[src/rtl/cpts_pkg.sv]
// cpts_pkg: request and response types and operation codes for the cue point table
// used by cue_point_table_search and its port checker; no dependencies
`default_nettype none

package cpts_pkg;

	localparam int unsigned POS_W = 32;

	localparam logic [2:0] OP_SET   = 3'd0;
	localparam logic [2:0] OP_UNSET = 3'd1;
	localparam logic [2:0] OP_GET   = 3'd2;
	localparam logic [2:0] OP_PREV  = 3'd3;
	localparam logic [2:0] OP_NEXT  = 3'd4;
	localparam logic [2:0] OP_CLEAR = 3'd5;

	typedef struct packed {
		logic [2:0]              req_type;
		logic [3:0]              label;
		logic signed [POS_W-1:0] position;
	} req_t;

	typedef struct packed {
		logic                    found;
		logic signed [POS_W-1:0] cue_position;
	} rsp_t;

endpackage

`default_nettype wire

[src/rtl/cue_point_table_search.sv]
// cue_point_table_search: labelled cue position table with previous/next search
// depends on cpts_pkg
//
// usage:
//   requests come in on req_valid/req_ready with req (req_type, label, position);
//   every request gives exactly one response on rsp_valid/rsp_ready with rsp
//   (found, cue_position). one request is worked on at a time.
//   positions live in a synchronous ram, valid marks in flops.
//   after accept, set, unset, clear and unused codes go straight to ST_FINISH;
//   get passes ST_GET_WAIT for its ram read, previous/next ST_SCAN and
//   ST_SCAN_END: the search reads one entry per cycle through the single ram
//   read port. ST_FINISH loads the response, and the next request can be
//   taken in the cycle after the response is loaded.
//   req_ready is high whenever no request is in progress, also while a response
//   still waits to be taken; a new request is accepted and worked on, and only
//   its own response waits for the output register to drain.
//   a stalled receiver holds the response; the block waits at the end of the
//   request until the output register is free.
//   reset clears all valid marks and control state; no clearing pass is needed,
//   the ram content is only read behind a set valid mark.
`default_nettype none

module cue_point_table_search import cpts_pkg::*; #(
	parameter int NUM_CUES = 16
) (
	input  wire logic clk,
	input  wire logic arst_n,
	input  wire logic req_valid,
	output logic      req_ready,
	input  wire req_t req,
	output logic      rsp_valid,
	input  wire logic rsp_ready,
	output rsp_t      rsp
);

	localparam int IDX_W = (NUM_CUES > 1) ? $clog2(NUM_CUES) : 1;

	typedef enum logic [2:0] {
		ST_IDLE,
		ST_GET_WAIT,
		ST_SCAN,
		ST_SCAN_END,
		ST_FINISH
	} state_t;

	state_t                  state_q;
	req_t                    req_q;
	logic [NUM_CUES-1:0]     valid_q;
	logic [IDX_W-1:0]        scan_q;
	logic                    found_q;
	logic signed [POS_W-1:0] best_q;
	logic                    cmp_vld_s1;
	logic [IDX_W-1:0]        cmp_idx_s1;
	logic signed [POS_W-1:0] rd_data_s1;
	logic signed [POS_W-1:0] cue_mem [NUM_CUES];

	logic                    req_fire;
	logic                    lab_ok;
	logic [IDX_W-1:0]        lab_idx;
	logic                    lab_ok_q;
	logic [IDX_W-1:0]        lab_idx_q;
	logic [IDX_W-1:0]        rd_addr;
	logic                    cand;
	logic                    better;

	assign req_ready = (state_q == ST_IDLE);
	assign req_fire  = req_valid && req_ready;

	assign lab_ok    = (32'(req.label) < NUM_CUES);
	assign lab_idx   = IDX_W'(req.label);
	assign lab_ok_q  = (32'(req_q.label) < NUM_CUES);
	assign lab_idx_q = IDX_W'(req_q.label);

	assign rd_addr = (state_q == ST_SCAN) ? scan_q : lab_idx;

	// compare stage of the search
	always_comb begin
		cand   = 1'b0;
		better = 1'b0;
		if (req_q.req_type == OP_PREV) begin
			cand   = valid_q[cmp_idx_s1] && ($signed(rd_data_s1) < $signed(req_q.position));
			better = !found_q || ($signed(rd_data_s1) > $signed(best_q));
		end else begin
			cand   = valid_q[cmp_idx_s1] && ($signed(rd_data_s1) > $signed(req_q.position));
			better = !found_q || ($signed(rd_data_s1) < $signed(best_q));
		end
	end

	// position ram
	always_ff @(posedge clk) begin
		if (req_fire && (req.req_type == OP_SET) && lab_ok) begin
			cue_mem[lab_idx] <= req.position;
		end
		rd_data_s1 <= cue_mem[rd_addr];
	end

	always_ff @(posedge clk or negedge arst_n) begin
		if (!arst_n) begin
			state_q    <= ST_IDLE;
			valid_q    <= '0;
			scan_q     <= '0;
			found_q    <= 1'b0;
			best_q     <= '0;
			cmp_vld_s1 <= 1'b0;
			cmp_idx_s1 <= '0;
			rsp_valid  <= 1'b0;
			rsp        <= '0;
			req_q      <= '0;
		end else begin
			cmp_vld_s1 <= (state_q == ST_SCAN);
			cmp_idx_s1 <= scan_q;
			if (rsp_valid && rsp_ready && (state_q != ST_FINISH)) begin
				rsp_valid <= 1'b0;
			end
			if (cmp_vld_s1 && cand && better) begin
				found_q <= 1'b1;
				best_q  <= rd_data_s1;
			end
			case (state_q)
				ST_IDLE: begin
					if (req_fire) begin
						req_q   <= req;
						found_q <= 1'b0;
						best_q  <= '0;
						scan_q  <= '0;
						case (req.req_type)
							OP_SET: begin
								if (lab_ok) begin
									valid_q[lab_idx] <= 1'b1;
								end
								state_q <= ST_FINISH;
							end
							OP_UNSET: begin
								if (lab_ok) begin
									valid_q[lab_idx] <= 1'b0;
								end
								state_q <= ST_FINISH;
							end
							OP_CLEAR: begin
								valid_q <= '0;
								state_q <= ST_FINISH;
							end
							OP_GET: begin
								state_q <= ST_GET_WAIT;
							end
							OP_PREV, OP_NEXT: begin
								state_q <= ST_SCAN;
							end
							default: begin
								state_q <= ST_FINISH;
							end
						endcase
					end
				end
				ST_GET_WAIT: begin
					if (lab_ok_q && valid_q[lab_idx_q]) begin
						found_q <= 1'b1;
						best_q  <= rd_data_s1;
					end
					state_q <= ST_FINISH;
				end
				ST_SCAN: begin
					if (scan_q == IDX_W'(NUM_CUES - 1)) begin
						state_q <= ST_SCAN_END;
					end else begin
						scan_q <= scan_q + 1'b1;
					end
				end
				ST_SCAN_END: begin
					state_q <= ST_FINISH;
				end
				ST_FINISH: begin
					if (!rsp_valid || rsp_ready) begin
						rsp_valid        <= 1'b1;
						rsp.found        <= found_q;
						rsp.cue_position <= found_q ? best_q : '0;
						state_q          <= ST_IDLE;
					end
				end
				default: begin
					state_q <= ST_IDLE;
				end
			endcase
		end
	end

endmodule

`default_nettype wire

[config.mk]
export PLATFORM = sky130hd
export DESIGN_NAME = cue_point_table_search
export DESIGN_NICKNAME = d
export VERILOG_FILES = /design/src/rtl/cpts_pkg.sv /design/src/rtl/cue_point_table_search.sv
export SDC_FILE = /design/constraint.sdc
export NUM_CORES = 1
export LEC_CHECK = 0
export BUFFER_PORTS_ARGS = -buffer_cell sky130_fd_sc_hd__clkbuf_2
export CAP_MARGIN = 5
export CORE_UTILIZATION = 56
export DETAILED_ROUTE_END_ITERATION = 16
export PLACE_DENSITY_LB_ADDON = 0.05
export SLEW_MARGIN = 10
export SYNTH_ARGS = -nofsm -noshare
export SYNTH_HDL_FRONTEND = slang
export SYNTH_SLANG_ARGS = --single-unit
[constraint.sdc]
create_clock -name clk -period 4.5 [get_ports clk]
set_input_delay 0.225 -clock clk [delete_from_list [all_inputs] [get_ports clk]]
set_output_delay 0.225 -clock clk [all_outputs]
set_load 0.03 [all_outputs]
## Yosys cells after proc, flatten, opt, wreduce, memory -nomap -nowiden

Memory sizes are Yosys's and may differ from the RTL's. A register that Yosys moved wholly into a read port is not among the register bits.
Index checks and enable logic that the tools add are counted.

| word-level totals | value |
|---|---|
| register bits | 134 |
| memories kept | 1 |
| word-level logic and storage cells | 99 |
| RAM bits | 512 |

| operators by class | value |
|---|---|
| multiplexer cells | 32 |
| reduce and logical (&&, ||, !) cells | 25 |
| eq/ne operators | 16 |
| $lt $le $gt $ge | 8 |
| bitwise logic cells | 3 |
| $add $sub $neg | 1 |

Memory list:

| memory | depth | bits a word | rd ports | clocked after memory_dff | wr ports | line | source |
|---|---|---|---|---|---|---|---|
| cue_mem | 16 | 32 | 1 | 1 | 1 | cue_point_table_search.sv:55 | `logic signed [POS_W-1:0] cue_mem [NUM_CUES];` |

Operators with widths:

| cell | count |
|---|---|
| $mux 32 | 4 |
| $gt 32x32->1 | 2 |
| $lt 32x32->1 | 2 |
| $pmux 32 s2 | 1 |
| $pmux 16 s3 | 1 |
| $and 16x16->16 | 1 |
| $not 16->16 | 1 |
| $or 16x16->16 | 1 |
| $eq 3x2->1 const B | 5 |
| $lt 4x5->1 const B | 3 |
| $mux 1 | 13 |
| $mux 4 | 3 |
| $pmux 3 s4 | 1 |
| $eq 3x3->1 const B | 3 |
| $logic_and 1x1->1 | 9 |
| $mux 3 | 3 |
| $reduce_and 3->1 | 3 |
| $bmux 1 s4 | 2 |
| $pmux 4 s2 | 1 |
| $eq 3x1->1 const B | 2 |
| $logic_not 3->1 | 2 |
| $pmux 3 s2 | 1 |
| $add 4x1->4 const B | 1 |
| $demux 1 s4 | 1 |
| 12 further kinds | 19 |

## Longest topological paths before layout

Gate-level depths: netlist of the first run.

| depth | value |
|---|---|
| depth in word-level cells | 9 |
| depth in mapped cells | 12 |

## Least setup slack after synthesis of the first run

Ideal clock, no wire load.

| path | value |
|---|---|
| path kind | register -> register |
| from | reg state_q[1] |
| to | mem cue_mem[14][0], enable pin |
| arrival | 4.383 ns |
| clock period less this slack | 4.844 ns |
| cell stages (with the launch flop) | 8 |
| path slack | -0.344 ns |
| required time | 4.039 ns |
| library setup time | 0.461 ns |
| cell sequence | dfrtp_1 > clkbuf_1 > or2_1 > nor2_1 > nand2_1 > nor3_1 > nand2_1 > nor3_1 |

| between the ends | value |
|---|---|
| cells in the longest elaborated chain, start to end | 5 |

Ends and longest elaborated chain:

| element | line | source |
|---|---|---|
| from (decl) | cue_point_table_search.sv:46 | `state_t state_q;` |
| from (signal assigned) | cue_point_table_search.sv:99 | `state_q <= ST_IDLE;` |
| from (signal assigned) | cue_point_table_search.sv:131 | `state_q <= ST_FINISH;` |
| from (signal assigned) | cue_point_table_search.sv:137 | `state_q <= ST_FINISH;` |
| $logic_not 3->1 | cue_point_table_search.sv:66 | `assign req_ready = (state_q == ST_IDLE);` |
| net req_ready | cue_point_table_search.sv:29 | `output logic req_ready,` |
| $logic_and 1x1->1 | cue_point_table_search.sv:67 | `assign req_fire = req_valid && req_ready;` |
| $logic_and 1x1->1 | cue_point_table_search.sv:91 | `if (req_fire && (req.req_type == OP_SET) && lab_ok) begin` |
| $mux 1 | cue_point_table_search.sv:91 |  |
| $mux 1 (not written as such) | cue_point_table_search.sv:92 | `cue_mem[lab_idx] <= req.position;` |
| to (decl) | cue_point_table_search.sv:55 |  |

The timed path passes the listed nets, and every way through them passes these cells.

## Worst setup path in the final report of the first run

| path | value |
|---|---|
| from | reg state_q[2] |
| to | mem cue_mem[7][15], enable pin |

| between the ends | value |
|---|---|
| cells in the longest elaborated chain, start to end | 5 |

Ends and longest elaborated chain:

| element | line |
|---|---|
| $logic_not 3->1 | cue_point_table_search.sv:66 |
| $logic_and 1x1->1 | cue_point_table_search.sv:67 |
| $logic_and 1x1->1 | cue_point_table_search.sv:91 |
| $mux 1 | cue_point_table_search.sv:91 |
| $mux 1 (not written as such) | cue_point_table_search.sv:92 |

Every way passes these cells.

==> results.json, run 1 <==
{
  "slew_headroom_pct": 25.6,
  "firstDrtPassIters": 7,
  "dp.cells": 2373,
  "final_cell_mix": "edfxtp_1 (512), nand2_1 (225), dfrtp_1 (134), mux4_2 (133), o21ai_0 (90)",
  "start_util_pct": 57.2,
  "areaGrowthSynthToFinish_pct": 12.8,
  "status": "completed",
  "viasPerCell": 6.08,
  "tightest_slew_ps": 1120,
  "post-route-period-util_pct": 75.8,
  "layout-drive-gt1-share_pct": 21.0,
  "final_antenna_net_count": 0,
  "die_h_um": 224,
  "coreArea_sq_um": 48100,
  "numCtsBuffers": 70,
  "p_leak_nw": 11.0,
  "powerDensity_nw_per_um2": 552,
  "arrival_ps": 3640,
  "die_x_um": 224,
  "dieArea_sq_um": 50100,
  "drv_slew": 0,
  "fmax_ghz": 0.293,
  "yosysSeqAreaShare_pct": 70.3,
  "rsz0062_at_grt": "no",
  "power_mw": 17.1,
  "synth_flop_cell": "edfxtp_1",
  "synthTopCellsByArea": "edfxtp_1 (56%), dfrtp_1 (12%), mux4_2 (11%), nand2_1 (3.1%), ha_1 (3.0%)",
  "netlist_area_sq_um": 27500,
  "io_buffer_count": 77,
  "post_cts_buffers": 0,
  "grt_use_total_pct": 25.8,
  "grt_max_degree": 105,
  "hold_class": "in2reg",
  "drt_iter0_markers": 1533,
  "drc_errors": 0,
  "worst_slack_ps": 1090,
  "path_max_fanout": 32,
  "wire_per_inst_um": 24.7,
  "num_io_pins": 78,
  "clock_path_buffers": 3,
  "path_class": "reg2reg",
  "yosys.cell_types.count": 63,
  "reg2reg_to": "cue_mem[7][15]$_DFFE_PP_",
  "max-cap-violations": 0,
  "yosys_warnings": 0,
  "yosys_register_bits": 678,
  "drt_wl_total_mm": 61.9,
  "cp-end-kind": "register",
  "hold_depth": 3,
  "gp_congestion": 0.847,
  "synth_top_area_share_pct": 55.8,
  "cts_root_buf": "clkbuf_16",
  "setup_viol": 0,
  "antenna_found_initial": 6,
  "dp_hpwl_mm": 36.0,
  "row_count": 80,
  "async_reset_ff_share_pct": 19.8,
  "cts-htree-levels": 3,
  "max-vdd-ir-drop_v": 0.000331,
  "min_to": "lab_idx_q[3]$_DFFE_PN0P_",
  "fin_crit_ps": 3410,
  "post_synth.cell_area_avg_sq_um": 16.3,
  "grt_pass1_wl_mm": 94.6,
  "syn_nets": 1800,
  "dr_total_vias": 15261,
  "final_common_cell": "edfxtp_1",
  "grt_pass1_vias": 15193,
  "overflow": 0,
  "synth_top_area_cell": "edfxtp_1",
  "r2r_cells": 8,
  "insertion_delay_ps": 610,
  "clock-skew-final_ps": 19.6,
  "min-delay-start": "req[35]",
  "startpoint_type": "register",
  "place_ws_ps": 1120,
  "rr_startpoint": "state_q[2]$_DFFE_PN0P_",
  "netlist_instances": 1692,
  "finalHoldViolations": 0,
  "synth_edf_count": 512,
  "diodes": 0,
  "path_clk_slew_ps": 60,
  "numClockSinks": 678,
  "reg2reg_slack_ps": 1090,
  "crit_required_ps": 4730,
  "final_cells": 2509,
  "finalNetCount": 1904,
  "cts_tree": "built"
}
Yosys cell counts (all sizes together), types with 2 or more instances:
master	n
nand2b	9
nand3	8
dfxtp	32
o21a	3
dfrtp	134
inv	70
nor4	7
o21ai	111
mux2i	7
a31oi	38
a2111oi	3
o211ai	2
nor3	21
nor2	29
nand4	11
mux2	2
clkbuf	51
nor3b	2
and2	33
or2	2
buf	35
mux4	136
ha	65
a21oi	43
nand2	228
a21o	6
o31ai	2
a211oi	33
a22o	31
nor2b	4
and3	8
edfxtp	512
repair_timing:
action / 4_1_cts / 5_1_grt
resized for setup: 0 / 0
endpoints found under the hold margin: 109 / 0
hold buffers: 7 / 0
worst max-delay path by stage:
stage	to	startpoint	depth (start not counted)	slack, ps
2_1_floorplan	cue_mem[14][0]$_DFFE_PP_	state_q[1]$_DFFE_PN0P_	7	-340
3_3_place_gp	cue_mem[8][16]$_DFFE_PP_	state_q[2]$_DFFE_PN0P_	7	1240
3_5_place_dp	cue_mem[8][20]$_DFFE_PP_	state_q[2]$_DFFE_PN0P_	7	1120
4_1_cts	cue_mem[8][17]$_DFFE_PP_	state_q[2]$_DFFE_PN0P_	7	1130
5_1_grt	cue_mem[7][3]$_DFFE_PP_	state_q[2]$_DFFE_PN0P_	8	960
6_report	cue_mem[7][15]$_DFFE_PP_	state_q[2]$_DFFE_PN0P_	8	1090
metal layers:
layer  track usage (%)  up-vias  wire [um]
li1                  -     6744          -
met1              38.2     7938      27700
met2              40.8      480      29400
met3              4.25       97       3650
met4              6.03        2       1120
met5                 0        -         12
flip-flops by register name (all words and copies together) (netlist names):
register	cells
cmp_idx_s1	4
rsp_valid	1
scan_q	4
rsp	33
state_q	3
valid_q	16
lab_idx_q	4
req_q	35
rd_data_s1	32
best_q	32
cmp_vld_s1	1
cue_mem	512
found_q	1
area by class of cell:
| cell class | instances | area, sq um |
|---|---|---|
| clock buffers | 97 | 1980 |
| clock inverters | 32 | 284 |
| fillers | 3465 | 17100 |
| inverters | 70 | 263 |
| multi-input cells | 858 | 7570 |
| flip-flops and latches | 678 | 19400 |
| well taps | 656 | 821 |
| repair buffers | 118 | 779 |
worst max-delay path: stages, from the launching register on:
cell and delay, ps:
dfrtp_1 470, or2_1 310, nor2_1 180, nand2_1 360
nor3_2 210, buf_4 290, nand2_1 330, nor3_2 260
buf_4 580
kinds of logic (layout without fill, tap and decap cells):
| family | count (synthesis) | in the layout | synth area share (%) |
|---|---|---|---|
| DFF | 678 | 678 | 70.3 |
| and+or+nand+nor | 365 | 365 | 5.91 |
| AOI/OAI and AO/OA | 282 | 282 | 6.65 |
| buffers and inverters | 156 | 317 | 2.64 |
| muxes | 145 | 145 | 11.5 |
| adders and majority gates | 65 | 65 | 2.95 |
| xor gates and xnor gates | 1 | 1 | 0.0318 |
report_power, final:
part	internal, mW	total, mW	leakage (nW)	switching [mW]
registers	7.26	7.73	6.58	0.465
logic	1.51	3.74	3.34	2.22
clock network	3.32	5.67	1.11	2.36
metrics by stage:
stage | instance area, sq um | utilization, % | hold slack [ps] | TNS [ps]
after floorplan | 27500 | - | -70.6 | -98900
after global placement | 28700 | 59.7 | 415 | 0
after detailed placement | 28700 | 59.7 | 421 | 0
after CTS | 31100 | 64.5 | 8.70 | 0
after global routing | 31100 | 64.5 | 43.4 | 0
final | 31100 | 64.5 | 43.1 | 0
Power figures use the tool's default switching activity.
==> run 2, diff against run 1 <==
==> constraint.sdc (replaced) <==
create_clock -name clk -period 2.9 [get_ports clk]
set_input_delay 0.145 -clock clk [delete_from_list [all_inputs] [get_ports clk]]
set_output_delay 0.145 -clock clk [all_outputs]
set_load 0.03 [all_outputs]
==> results.json, run 2 (synthesis results as in run 1) <==
{
  "io_buffer_count": 77,
  "grt_pass1_wl_mm": 98.0,
  "gp_congestion": 0.858,
  "hold_depth": 3,
  "final_cell_mix": "edfxtp_1 (512), nand2_1 (223), dfrtp_1 (134), mux4_2 (133), o21ai_0 (90)",
  "drv_slew": 0,
  "reg2reg_slack_ps": 90,
  "rr_startpoint": "rd_data_s1[6]$_DFF_P_",
  "arrival_ps": 3290,
  "dr_total_vias": 15629,
  "final_area_sq_um": 32400,
  "regMostFlops": "cue_mem",
  "drc_errors": 0,
  "sequentialPowerShare_pct": 43.4,
  "viasPerCell": 6.04,
  "path_cells": "ha_1 -> nand2_1 -> o21ai_1 -> a2111oi_4 -> a31oi_2 -> nor3_2 -> nand4_1 -> a31oi_4 -> nor2_4 -> clkbuf_16 -> a22o_1",
  "cts_root_buf": "clkbuf_16",
  "clock-skew-final_ps": 22.8,
  "numCtsBuffers": 70,
  "die_x_um": 224,
  "insertion_delay_ps": 600,
  "row_count": 80,
  "fmax_ghz": 0.356,
  "antenna_found_initial": 1,
  "final_cells": 2589,
  "slew_headroom_pct": 55.7,
  "final_common_cell": "edfxtp_1",
  "max-cap-violations": 0,
  "fin_crit_ps": 2810,
  "areaGrowthSynthToFinish_pct": 17.8,
  "hold_class": "in2reg",
  "dp.cells": 2426,
  "p_clk_share_pct": 32.1,
  "powerDensity_nw_per_um2": 849,
  "start_util_pct": 57.2,
  "die_h_um": 224,
  "max-vdd-ir-drop_v": 0.000674,
  "path_max_fanout": 6,
  "placed_cell_area_sq_um": 29600,
  "p_sw_mw": 8.11,
  "path_clk_slew_ps": 60,
  "drt_iter0_markers": 1583,
  "power_mw": 27.5,
  "numClockSinks": 678,
  "critical_path_buf_inv_count": 1,
  "cts_tree": "built",
  "overflow": 0,
  "cpPeakStageDelay_ps": 450,
  "slowest_stage": "dfxtp_1",
  "power.internal_mw": 19.4,
  "firstDrtPassIters": 6,
  "wire_per_inst_um": 25.0,
  "grt_use_total_pct": 26.9,
  "coreArea_sq_um": 48100,
  "drt_wl_total_mm": 64.7,
  "rsz0062_at_grt": "yes",
  "finalHoldViolations": 0,
  "switching_share_pct": 29.4,
  "dieArea_sq_um": 50100,
  "final_antenna_net_count": 0,
  "post-route-period-util_pct": 96.9,
  "min-delay-start": "req[9]",
  "num_io_pins": 78,
  "largest_reg_flops": 512,
  "grt_max_degree": 73,
  "diodes": 0,
  "cts-htree-levels": 3,
  "r2r_cells": 11,
  "cp-end-kind": "register",
  "setup_tns_ps": 0,
  "reg2reg_to": "best_q[23]$_DFF_PN0_",
  "cpLargestDelayFamily": "compound AO/OA/AOI/OAI gates",
  "p_leak_nw": 11.7,
  "largest_registers": "cue_mem x512, req_q x35, rsp x33",
  "min_to": "req_q[9]$_DFFE_PN0P_",
  "dp_hpwl_mm": 38.2,
  "finalNetCount": 1987,
  "power_frac_comb_pct": 24.5,
  "layout-drive-gt1-share_pct": 25.0,
  "setup_viol": 0,
  "crit_required_ps": 3380,
  "grt_pass1_vias": 15613,
  "status": "completed",
  "startpoint_type": "register",
  "path_class": "reg2reg",
  "tightest_slew_ps": 661,
  "clock_path_buffers": 3
}
==> run 2: per-layer routing <==
layer	track usage [%]	vias to the layer above	routed length, um
li1	-	6909	-
met1	40.9	8096	29000
met2	40.0	549	29800
met3	5.76	75	4730
met4	6.58	0	1120
met5	0	-	0
==> run 2: per-stage QoR <==
stage / setup WS [ps] / utilization (%) / hold slack [ps]
after detailed placement: 38.7 / 61.5 / 186
final: 89.0 / 67.4 / 10.8
after global placement: 42.3 / 61.5 / 179
after global routing: -51.5 / 67.4 / 9.88
after floorplan: 0.323 / - / -151
after CTS: 8.16 / 66.8 / 0.0466
==> run 2: timing repair <==
item / 4_1_cts / 5_1_grt
hold endpoints to repair: 439 / 0
gates resized for setup: 0 / 38
buffers inserted: 0 / 2
hold buffers: 32 / 0
setup endpoints to repair: 0 / 32
==> run 2: worst max path at each step <==
stage / start / endpoint / slack (ps) / cells past startpoint
2_1_floorplan: state_q[2]$_DFFE_PN0P_ / cue_mem[7][0]$_DFFE_PP_ / 0.3 / 7
3_3_place_gp: rd_data_s1[22]$_DFF_P_ / best_q[26]$_DFF_PN0_ / 40 / 11
3_5_place_dp: rd_data_s1[22]$_DFF_P_ / best_q[26]$_DFF_PN0_ / 40 / 11
4_1_cts: rd_data_s1[22]$_DFF_P_ / best_q[26]$_DFF_PN0_ / 8 / 11
5_1_grt: req_q[7]$_DFFE_PN0P_ / best_q[19]$_DFF_PN0_ / -50 / 12
6_report: rd_data_s1[6]$_DFF_P_ / best_q[23]$_DFF_PN0_ / 90 / 11
==> run 2: worst min-delay path: cells and delay by family <==
| kind | cells | cell delay (ps) |
|---|---|---|
| and+or+nand+nor | 1 | 100 |
| AOI/OAI and AO/OA | 1 | 70 |
| buffers and inverters | 1 | 240 |
==> run 2: layout make-up <==
| cell class | instances | area, sq um |
|---|---|---|
| Fill cell | 3291 | 15700 |
| Clock inverter | 25 | 250 |
| Inverter | 70 | 263 |
| Timing Repair Buffer | 201 | 1880 |
| Sequential cell | 678 | 19400 |
| Multi-Input combinational cell | 858 | 7830 |
| Clock buffer | 101 | 2020 |
| Tap cell | 656 | 821 |
==> run 2: power by group through the flow <==
stage / combinational, mW / sequential [mW] / clock [mW]
2_1_floorplan: 4.27 / 12.0 / 0
4_1_cts: 6.40 / 11.9 / 8.99
3_5_place_dp: 6.33 / 12.1 / 0
6_report: 6.74 / 12.0 / 8.84
3_3_place_gp: 6.25 / 12.1 / 0
5_1_grt: 7.48 / 12.0 / 9.34
